===== src/hdl/rshe_pkg.sv =====
// shared types, constants and register codes for the reorder spread hold estimator
package rshe_pkg;

	localparam int FRACTION_BITS_DEF = 8;
	localparam int CFG_INDEX_W = 4;
	localparam int CFG_DATA_W = 32;
	localparam int HALF_LATENCY_FACTOR = 500;

	localparam logic [CFG_INDEX_W-1:0] REG_BUCKET_WINDOW = 4'd0;
	localparam logic [CFG_INDEX_W-1:0] REG_EWMA_SHIFT = 4'd1;
	localparam logic [CFG_INDEX_W-1:0] REG_SPREAD_CAP = 4'd2;
	localparam logic [CFG_INDEX_W-1:0] REG_LATENCY = 4'd3;

	localparam logic [23:0] BUCKET_WINDOW_RST = 24'd20000;
	localparam logic [3:0] EWMA_SHIFT_RST = 4'd3;
	localparam logic [31:0] SPREAD_CAP_RST = 32'd100000;
	localparam logic [15:0] LATENCY_RST = 16'd120;

	localparam logic KIND_PACKET = 1'b0;
	localparam logic KIND_CLEAR = 1'b1;

	typedef struct packed {
		logic        kind;
		logic [31:0] send_ts;
		logic [62:0] arrival_us;
	} in_beat_t;

	typedef struct packed {
		logic [31:0] hold_us;
		logic        bucket_closed;
	} out_beat_t;

	typedef struct packed {
		logic clear;
		logic closed;
	} step_ctrl_t;

endpackage


===== src/hdl/reorder_spread_hold_estimator.sv =====
// top level of the reorder spread hold estimator
// usage:
//   in channel (in_valid/in_ready/in_data) takes one beat per cycle unless stalled: a packet
//   observation with sender timestamp and arrival time, or a clear request.
//   out channel (out_valid/out_ready/out_data) gives exactly one beat per input
//   beat, in order: the latency-limited hold and a bucket-closed flag.
//   cfg channel (cfg_valid/cfg_ready/cfg_index/cfg_data) writes the bucket
//   window, smoothing shift, spread cap and latency; always ready, write
//   only while no beat is in flight.
// pipeline:
//   four register stages (tracker, smoothing, spread clamp, latency limit);
//   a beat passes through them in that order, and one beat can be accepted
//   every cycle while the output is not stalled.
// reset:
//   arst_n clears all estimator state and loads the register defaults.
// stall:
//   each stage holds when the next one is full and stalled, so bubbles are
//   squeezed out and the input keeps accepting until all four stages are full.
module reorder_spread_hold_estimator #(
	parameter int FRACTION_BITS = rshe_pkg::FRACTION_BITS_DEF
) (
	input  logic                                clk,
	input  logic                                arst_n,
	input  logic                                in_valid,
	output logic                                in_ready,
	input  rshe_pkg::in_beat_t                  in_data,
	output logic                                out_valid,
	input  logic                                out_ready,
	output rshe_pkg::out_beat_t                 out_data,
	input  logic                                cfg_valid,
	output logic                                cfg_ready,
	input  logic [rshe_pkg::CFG_INDEX_W-1:0]    cfg_index,
	input  logic [rshe_pkg::CFG_DATA_W-1:0]     cfg_data
);
	import rshe_pkg::*;

	logic [23:0] window_q;
	logic [3:0]  shift_q;
	logic [31:0] cap_q;
	logic [15:0] latency_q;
	logic [31:0] half_q;

	logic v1_s1, v2_s2, v3_s3, vo_q;
	logic r2, r3, ro;
	logic take1, take2, take3, take_o;

	step_ctrl_t  trk_ctrl;
	logic [63:0] trk_bmin, trk_bmax;
	step_ctrl_t  ctrl_s1;
	logic [63:0] bmin_s1, bmax_s1;

	logic [63:0] ew_smin, ew_smax;
	step_ctrl_t  ctrl_s2;
	logic [63:0] smin_s2, smax_s2;

	logic [31:0] stored_q;
	logic [63:0] spread;
	logic [63:0] whole;
	logic [31:0] clamped;
	logic [31:0] stored_n;
	logic [31:0] hold_s3;
	logic        closed_s3;
	logic [31:0] limited;
	out_beat_t   out_q;

	// configuration
	assign cfg_ready = 1'b1;

	always_ff @(posedge clk or negedge arst_n) begin
		if (!arst_n) begin
			window_q <= BUCKET_WINDOW_RST;
			shift_q <= EWMA_SHIFT_RST;
			cap_q <= SPREAD_CAP_RST;
			latency_q <= LATENCY_RST;
			half_q <= 32'(LATENCY_RST * HALF_LATENCY_FACTOR);
		end else begin
			half_q <= 32'(latency_q * HALF_LATENCY_FACTOR);
			if (cfg_valid && cfg_ready) begin
				case (cfg_index)
					REG_BUCKET_WINDOW: window_q <= cfg_data[23:0];
					REG_EWMA_SHIFT: shift_q <= cfg_data[3:0];
					REG_SPREAD_CAP: cap_q <= cfg_data[31:0];
					REG_LATENCY: latency_q <= cfg_data[15:0];
					default: ;
				endcase
			end
		end
	end

	// pipeline flow
	assign ro = !vo_q || out_ready;
	assign r3 = !v3_s3 || ro;
	assign r2 = !v2_s2 || r3;
	assign in_ready = !v1_s1 || r2;
	assign take1 = in_valid && in_ready;
	assign take2 = v1_s1 && r2;
	assign take3 = v2_s2 && r3;
	assign take_o = v3_s3 && ro;

	always_ff @(posedge clk or negedge arst_n) begin
		if (!arst_n) begin
			v1_s1 <= 1'b0;
			v2_s2 <= 1'b0;
			v3_s3 <= 1'b0;
			vo_q <= 1'b0;
		end else begin
			if (in_ready) v1_s1 <= in_valid;
			if (r2) v2_s2 <= v1_s1;
			if (r3) v3_s3 <= v2_s2;
			if (ro) vo_q <= v3_s3;
		end
	end

	// stage 1: delay tracking
	rshe_track u_track (
		.clk    (clk),
		.arst_n (arst_n),
		.take   (take1),
		.beat   (in_data),
		.window (window_q),
		.ctrl   (trk_ctrl),
		.bmin   (trk_bmin),
		.bmax   (trk_bmax)
	);

	always_ff @(posedge clk) begin
		if (take1) begin
			ctrl_s1 <= trk_ctrl;
			bmin_s1 <= trk_bmin;
			bmax_s1 <= trk_bmax;
		end
	end

	// stage 2: smoothing
	rshe_ewma #(
		.FRACTION_BITS (FRACTION_BITS)
	) u_ewma (
		.clk    (clk),
		.arst_n (arst_n),
		.take   (take2),
		.ctrl   (ctrl_s1),
		.bmin   (bmin_s1),
		.bmax   (bmax_s1),
		.shift  (shift_q),
		.smin   (ew_smin),
		.smax   (ew_smax)
	);

	always_ff @(posedge clk) begin
		if (take2) begin
			ctrl_s2 <= ctrl_s1;
			smin_s2 <= ew_smin;
			smax_s2 <= ew_smax;
		end
	end

	// stage 3: spread clamp and stored hold
	assign spread = smax_s2 - smin_s2;
	assign whole = spread >> FRACTION_BITS;

	always_comb begin
		if (spread[63]) begin
			clamped = '0;
		end else if (whole > {32'd0, cap_q}) begin
			clamped = cap_q;
		end else begin
			clamped = whole[31:0];
		end
		if (ctrl_s2.clear) begin
			stored_n = '0;
		end else if (ctrl_s2.closed) begin
			stored_n = clamped;
		end else begin
			stored_n = stored_q;
		end
	end

	always_ff @(posedge clk or negedge arst_n) begin
		if (!arst_n) begin
			stored_q <= '0;
		end else if (take3) begin
			stored_q <= stored_n;
		end
	end

	always_ff @(posedge clk) begin
		if (take3) begin
			hold_s3 <= stored_n;
			closed_s3 <= ctrl_s2.closed;
		end
	end

	// stage 4: latency limit into the output register
	always_comb begin
		limited = hold_s3;
		if (half_q != 32'd0 && hold_s3 > half_q) begin
			limited = half_q;
		end
	end

	always_ff @(posedge clk) begin
		if (take_o) begin
			out_q.hold_us <= limited;
			out_q.bucket_closed <= closed_s3;
		end
	end

	assign out_valid = vo_q;
	assign out_data = out_q;

`ifndef SYNTHESIS
	a_hold_limit: assert property (@(posedge clk) disable iff (!arst_n)
		(out_valid && half_q != 32'd0) |-> (out_data.hold_us <= half_q))
		else $error("hold above latency limit");

	a_clear_flow: assert property (@(posedge clk) disable iff (!arst_n)
		(take1 && in_data.kind == KIND_CLEAR) |=> (v1_s1 && ctrl_s1.clear))
		else $error("clear beat lost in stage 1");

	a_clear_no_close: assert property (@(posedge clk) disable iff (!arst_n)
		v1_s1 |-> !(ctrl_s1.clear && ctrl_s1.closed))
		else $error("clear beat marked as bucket close");
`endif

endmodule


===== src/hdl/rshe_track.sv =====
// delay tracker: timestamp accumulation, relative delay and bucket min/max
module rshe_track (
	input  logic             clk,
	input  logic             arst_n,
	input  logic             take,
	input  rshe_pkg::in_beat_t beat,
	input  logic [23:0]      window,
	output rshe_pkg::step_ctrl_t ctrl,
	output logic [63:0]      bmin,
	output logic [63:0]      bmax
);
	import rshe_pkg::*;

	logic        init_q;
	logic        has_q;
	logic [31:0] last_ts_q;
	logic [63:0] base_q;
	logic [63:0] bstart_q;
	logic [63:0] bmin_q;
	logic [63:0] bmax_q;

	logic [63:0] arr;
	logic [31:0] d32;
	logic [63:0] delta;
	logic [63:0] rel;
	logic [63:0] elapsed;
	logic        is_clear;
	logic        is_first;
	logic        closed;

	assign arr = {1'b0, beat.arrival_us};
	assign d32 = beat.send_ts - last_ts_q;
	assign delta = {{32{d32[31]}}, d32};
	assign rel = arr - base_q - delta;
	assign elapsed = arr - bstart_q;
	assign is_clear = (beat.kind == KIND_CLEAR);
	assign is_first = !is_clear && !init_q;
	assign closed = !is_clear && init_q && !($signed(elapsed) < $signed({40'd0, window}));

	always_comb begin
		bmin = bmin_q;
		bmax = bmax_q;
		if (!has_q) begin
			bmin = rel;
			bmax = rel;
		end else begin
			if ($signed(rel) < $signed(bmin_q)) begin
				bmin = rel;
			end
			if ($signed(bmax_q) < $signed(rel)) begin
				bmax = rel;
			end
		end
	end

	assign ctrl.clear = is_clear;
	assign ctrl.closed = closed;

	always_ff @(posedge clk or negedge arst_n) begin
		if (!arst_n) begin
			init_q <= 1'b0;
			has_q <= 1'b0;
			last_ts_q <= '0;
			base_q <= '0;
			bmin_q <= '0;
			bmax_q <= '0;
		end else if (take) begin
			if (is_clear) begin
				init_q <= 1'b0;
				has_q <= 1'b0;
				last_ts_q <= '0;
				base_q <= '0;
				bmin_q <= '0;
				bmax_q <= '0;
			end else if (is_first) begin
				init_q <= 1'b1;
				last_ts_q <= beat.send_ts;
				base_q <= arr;
			end else begin
				last_ts_q <= beat.send_ts;
				base_q <= base_q + delta;
				bmin_q <= bmin;
				bmax_q <= bmax;
				has_q <= !closed;
			end
		end
	end

	// bucket start is read only after the first packet writes it
	always_ff @(posedge clk) begin
		if (take && !is_clear && (is_first || closed)) begin
			bstart_q <= arr;
		end
	end

endmodule


===== src/hdl/rshe_ewma.sv =====
// fixed-point smoothing of the bucket minimum and maximum
module rshe_ewma #(
	parameter int FRACTION_BITS = rshe_pkg::FRACTION_BITS_DEF
) (
	input  logic             clk,
	input  logic             arst_n,
	input  logic             take,
	input  rshe_pkg::step_ctrl_t ctrl,
	input  logic [63:0]      bmin,
	input  logic [63:0]      bmax,
	input  logic [3:0]       shift,
	output logic [63:0]      smin,
	output logic [63:0]      smax
);
	import rshe_pkg::*;

	logic        sv_q;
	logic [63:0] smin_q;
	logic [63:0] smax_q;

	logic [63:0] tmin;
	logic [63:0] tmax;
	logic [63:0] dmin;
	logic [63:0] dmax;

	assign tmin = bmin << FRACTION_BITS;
	assign tmax = bmax << FRACTION_BITS;
	assign dmin = tmin - smin_q;
	assign dmax = tmax - smax_q;

	always_comb begin
		smin = smin_q;
		smax = smax_q;
		if (ctrl.clear) begin
			smin = '0;
			smax = '0;
		end else if (ctrl.closed) begin
			if (!sv_q) begin
				smin = tmin;
				smax = tmax;
			end else begin
				smin = smin_q + 64'($signed(dmin) >>> shift);
				smax = smax_q + 64'($signed(dmax) >>> shift);
			end
		end
	end

	always_ff @(posedge clk or negedge arst_n) begin
		if (!arst_n) begin
			sv_q <= 1'b0;
			smin_q <= '0;
			smax_q <= '0;
		end else if (take) begin
			smin_q <= smin;
			smax_q <= smax;
			if (ctrl.clear) begin
				sv_q <= 1'b0;
			end else if (ctrl.closed) begin
				sv_q <= 1'b1;
			end
		end
	end

endmodule

===== config.mk =====
export PLATFORM = sky130hd
export DESIGN_NAME = reorder_spread_hold_estimator
export DESIGN_NICKNAME = d
export VERILOG_FILES = /design/src/hdl/rshe_pkg.sv /design/src/hdl/reorder_spread_hold_estimator.sv /design/src/hdl/rshe_track.sv /design/src/hdl/rshe_ewma.sv
export SDC_FILE = /design/constraint.sdc
export NUM_CORES = 2
export LEC_CHECK = 0
export BUFFER_PORTS_ARGS = -buffer_cell sky130_fd_sc_hd__buf_4
export CORE_ASPECT_RATIO = 1.4
export CORE_MARGIN = 2
export CORE_UTILIZATION = 30
export DETAILED_ROUTE_END_ITERATION = 6
export RECOVER_POWER = 50
export SLEW_MARGIN = 15
export SYNTH_ARGS = -nofsm -noshare
export SYNTH_HDL_FRONTEND = slang
export SYNTH_HIERARCHICAL = 1
export SYNTH_SLANG_ARGS = --single-unit

===== constraint.sdc =====
create_clock -name clk -period 15.4 [get_ports clk]
set_clock_uncertainty 0.15 [all_clocks]
set_input_delay 4.62 -clock clk [delete_from_list [all_inputs] [get_ports clk]]
set_output_delay 4.62 -clock clk [all_outputs]
set_load 0.01 [all_outputs]

# [Word level (Yosys, flattened, before mapping)]
# Cells that the tools add are included.
[totals] register_bits=863 in_bits=137 out_inout_bits=36 word_cells=118
[op_classes] addsub=10 n_mul=1 order_cmp=5 n_eq_ne=4 shift=2 mux=28 reduce_logical=34
[ops] operator="$mux 64" n=16
[ops] operator="$sub 64x64->64" n=4
[ops] operator="$add 64x64->64" n=3
[ops] operator="$mux 32" n=5
[ops] operator="$lt 64x64->1" n=2
[ops] operator="$sshr 64x4->64" n=2
[ops] operator="$lt 64x25->1" n=1
[ops] operator="$sub 63x63->64" n=1
[ops] operator="$sub 63x64->64" n=1
[ops] operator="$gt 56x32->1" n=1
[ops] operator="$gt 32x25->1" n=1
[ops] operator="$reduce_bool 32->1" n=1
[ops] operator="$sub 32x32->32" n=1
[ops] operator="$mux 25" n=1
[ops] operator="$mul 16x7->23 const B" n=1
[ops] operator="$reduce_and 2->1" n=7
[ops] operator="$logic_and 1x1->1" n=10
[ops] operator="$eq 4x2->1 const B" n=2
[ops] operator="$logic_not 1->1" n=8
[ops] operator="$mux 1" n=6
[ops] operator="$logic_or 1x1->1" n=5
[ops] operator="$eq 4x1->1 const B" n=1
[ops] operator="$logic_not 4->1" n=1
[ops] operator="$reduce_bool 2->1" n=2
[ops] operator="$ne 2x2->1 const B" n=1

# [Longest topological paths before layout]
[logic_depth] word_depth=8 depth_mapped=49

# [Modules after synthesis]
# Netlist, hierarchy kept.
[by_module_without_submodules] module="rshe_track" n_inst=1 cells_per_inst=3845 area_per_inst_um2=31495.2 seq_area_each_um2=7547.2
[by_module_without_submodules] module="rshe_ewma" n_inst=1 cells_per_inst=4267 area_per_inst_um2=30545.5 seq_area_each_um2=3228.1
[by_module_without_submodules] module="reorder_spread_hold_estimator" n_inst=1 cells_per_inst=1978 area_per_inst_um2=24409.7 seq_area_each_um2=13197.7

# [Worst setup path after synthesis]
# No wires, ideal clock.
[synth_timing] kind="in2reg" from="input port in_data[70] (netlist bit)" to="register bmax_s1[51], data pin" setup_time_ns=0.264 t_arrival_ns=15.967 required_time_ns=14.986 setup_slack_ns=-0.981 cell_stages=40 path_cell_list="ha_1 a21o_1 a21oi_1 nor2_1 o21ba_2 a211oi_1 o311a_1 nor3_1 nand4_1 nand2_1 xnor2_1 fa_1 inv_1 ha_1 clkbuf_1 a21o_1 a21o_1 a21oi_1 (+4 left out) a221oi_4 o21bai_1 a21oi_1 xnor2_1 inv_1 ha_1 nand3_1 nor3_1 nand2_1 or3_1 or4_1 a21oi_1 nor3_1 o21ai_1 clkbuf_1 clkbuf_1 clkbuf_1 o21ai_0"
[synth_via] elab_chain_cells=5
[synth_rtl] element="from (decl)" line_no="reorder_spread_hold_estimator.sv:26" text="input rshe_pkg::in_beat_t in_data,"
[synth_rtl] element="$sub 32x32->32 (*)" line_no="rshe_track.sv:32" text="assign d32 = beat.send_ts - last_ts_q;"
[synth_rtl] element="$sub 64x64->64 (*)" line_no="rshe_track.sv:34" text="assign rel = arr - base_q - delta;"
[synth_rtl] element="$lt 64x64->1" line_no="rshe_track.sv:50" text="if ($signed(bmax_q) < $signed(rel)) begin"
[synth_rtl] element="$mux 64" line_no="rshe_track.sv:50"
[synth_rtl] element="$mux 64 (*)" line_no="rshe_track.sv:43" text="if (!has_q) begin"
[synth_rtl] element="via trk_bmax[51]" line_no="reorder_spread_hold_estimator.sv:48" text="logic [63:0] trk_bmin, trk_bmax;"
[synth_rtl] element="to (signal assigned)" line_no="reorder_spread_hold_estimator.sv:130" text="bmax_s1 <= trk_bmax;"
[synth_rtl] element="to (decl)" line_no="reorder_spread_hold_estimator.sv:50" text="logic [63:0] bmin_s1, bmax_s1;"
# Mark *: on every way through the listed nets, which the timed path passes. The rest lies on a longest branch.
# A chain may end at the register's enable or synchronous reset.

# [Final worst setup path]
[layout_timing] from="input port in_data[63] (netlist bit)" to="register u_track.bmax_q[40]"
[layout_via] elab_chain_cells=7
[layout_rtl] element="$sub 32x32->32 (*)" line_no="rshe_track.sv:32"
[layout_rtl] element="$sub 64x64->64 (*)" line_no="rshe_track.sv:34"
[layout_rtl] element="$lt 64x64->1" line_no="rshe_track.sv:50"
[layout_rtl] element="$mux 64" line_no="rshe_track.sv:50"
[layout_rtl] element="$mux 64 (*)" line_no="rshe_track.sv:43"
[layout_rtl] element="$mux 64 (*)" line_no="rshe_track.sv:75" text="end else if (is_first) begin"
[layout_rtl] element="$mux 64 (*)" line_no="rshe_track.sv:68" text="if (is_clear) begin"
[layout_rtl] element="to (signal assigned)" line_no="rshe_track.sv:83" text="bmax_q <= bmax;"
[layout_rtl] element="to (decl)" line_no="rshe_track.sv:20" text="logic [63:0] bmax_q;"
# Mark *: on every way between the ends. The rest lies on a longest branch, timed or not. The select of a mux whose other input is x is not followed.

==> flow_summary.ini <==
[global_route]
antenna_found_initial = 13
grt_pass1_wl_um = 468000
track_usage_pct = 20.8
grt_pass1_vias = 76800
grt_max_degree = 145
grt.overflow.total = 0

[place]
gp_congestion = 1.01
io_buffers = 171
dpl.hpwl_um = 249000

[detailed_routing]
firstDrtPassIters = 6
wl_um = 313000
final_antenna_net_count = 0
top_layer = met5
routedWlPerCell_um = 22.8
routed-wl-met3_um = 14700
drc = 0
via_per_inst = 5.61
drtIter0Drc = 5812
m1WireLength_um = 126000
vias = 77200
wl_met2_um = 155000

[die]
core-area_um2 = 285000
die-area_um2 = 290000
fp.dieH_um = 637
rows = 232
die_x_um = 456
initial_core_util_pct = 30.1
ioPinCount = 173

[cells_and_area]
synthToLayoutAreaGrowth_pct = 9.43
final_common_cell = inv_1
final_util_pct = 32.9
final_nets = 11000
drive_above_1_share_pct = 7.06
mostFrequentLayoutCells = 944 x inv_1, 915 x a21oi_1, 851 x ha_1

[hold_path]
hold_start = v1_s1$_DFFE_PN0N_
min_path_type = flop to flop

[status]
violations = capacitance limit, slew limit
status = finished, violations left

[sta]
slew_headroom_pct = -268
clock.fmax_mhz = 70.1
hold_viol_final = 0
drv_slew = 843
fin_crit_sh_pct = 92.6
min_period_ps = 14260
rsz0062_at_grt = false
tns_ps = 0
setup_violations = 0
worst_pin_slew_ps = 5520

[cts]
cts_resized = 0
numClockSinks = 863
cts_buffers = 100
cts_tree = built
clkTransAtPathRegs_ps = 60
cts_setup_buffers = 0
insertion_delay_ps = 790
cts_hold_buf = 0
cts_max_path_buffers = 3
cts_max_level = 3
ctsRootBufferMaster = clkbuf_16

[setup_path]
r2r_start = u_track/last_ts_q[0]$_DFFE_PN0P_
max_stage_delay_ps = 690
required_ps = 15960
cp_max_fo = 22
cp-end-kind = flop
cp_slowest_cell = a21o_1
cpMostUsedCell = a21oi_1
critPathLaunch = in_data[63]
setup.worst_path.class = input pin to flop
startpoint_type = input pin
arrival_ps = 14820

[synth]
yosysWarnings = 6
synth.avg_cell_area_um2 = 8.54
syn_nets = 11200
syn_area_um2 = 85800
syn_inst = 10000

[flow_run]
drv_cap = 16
worst max-delay path: cells and delay by family:
| family | cells | cell delay (ps) |
|---|---|---|
| buffers and inverters | 5 | 410 |
| and+or+nand+nor | 8 | 1720 |
| AOI/OAI and AO/OA | 24 | 6020 |
| xor gates and xnor gates | 1 | 360 |
| adders and majority gates | 5 | 1690 |
per-stage QoR:
stage / hold slack (ps) / instances / worst slack [ps] / area [um2]
after detailed placement: 331 / 13600 / 231 / 90900
after CTS: 349 / 13800 / 1050 / 94400
final: 338 / 13800 / 1140 / 93900
after global routing: 355 / 13800 / 425 / 93900
after global placement: 328 / 13600 / 327 / 90900
after floorplan: 250 / 10000 / 823 / 85800
path summary, 6_finish.rpt:
path / endpoint / slack, ps / depth (start not counted)
setup / recovery: u_track/bmax_q[40]$_DFFE_PN0P_ / 1140 / 43
hold / removal: v2_s2$_DFFE_PN0P_ / 340 / 1
setup reg to reg: u_track/bmax_q[40]$_DFFE_PN0P_ / 4820 / 41
hold reg to reg: v2_s2$_DFFE_PN0P_ / 340 / 1
max in group asynchronous: shift_q[3]$_DFFE_PN0P_ / 3110 / 2
min in group asynchronous: u_ewma/smax_q[60]$_DFFE_PN0P_ / 5450 / 1
sequential cells by signal (all words and copies together) (netlist names), 4 cells and up:
signal and count:
out_data 33, bmin_s1 56, u_track/bmax_q 64, latency_q 16, u_ewma/smin_q 64, smax_s2 64, smin_s2 64, shift_q 4
cap_q 32, bmax_s1 56, u_track/base_q 64, half_q 23, u_track/last_ts_q 32, u_track/bstart_q 63, u_ewma/smax_q 64, hold_s3 32
window_q 24, stored_q 32, u_track/bmin_q 64
layout make-up:
class	instances	area [um2]
diodes	2	5.00
clock buffers	127	2700
clock inverters	62	798
fillers	30100	191000
inverters	952	3580
multi-input cells	7724	56900
flip-flops and latches	863	23500
well taps	3744	4680
repair buffers	284	1770
layer usage:
metal	up-vias	GRT usage (%)
met3	725	1.93
met1	37500	24.8
met5	-	0
met4	2	10.7
met2	2510	37.0
li1	36400	-
Power is not shown: default switching activity piles up to over one toggle a cycle in this logic, so the estimate is an artifact.
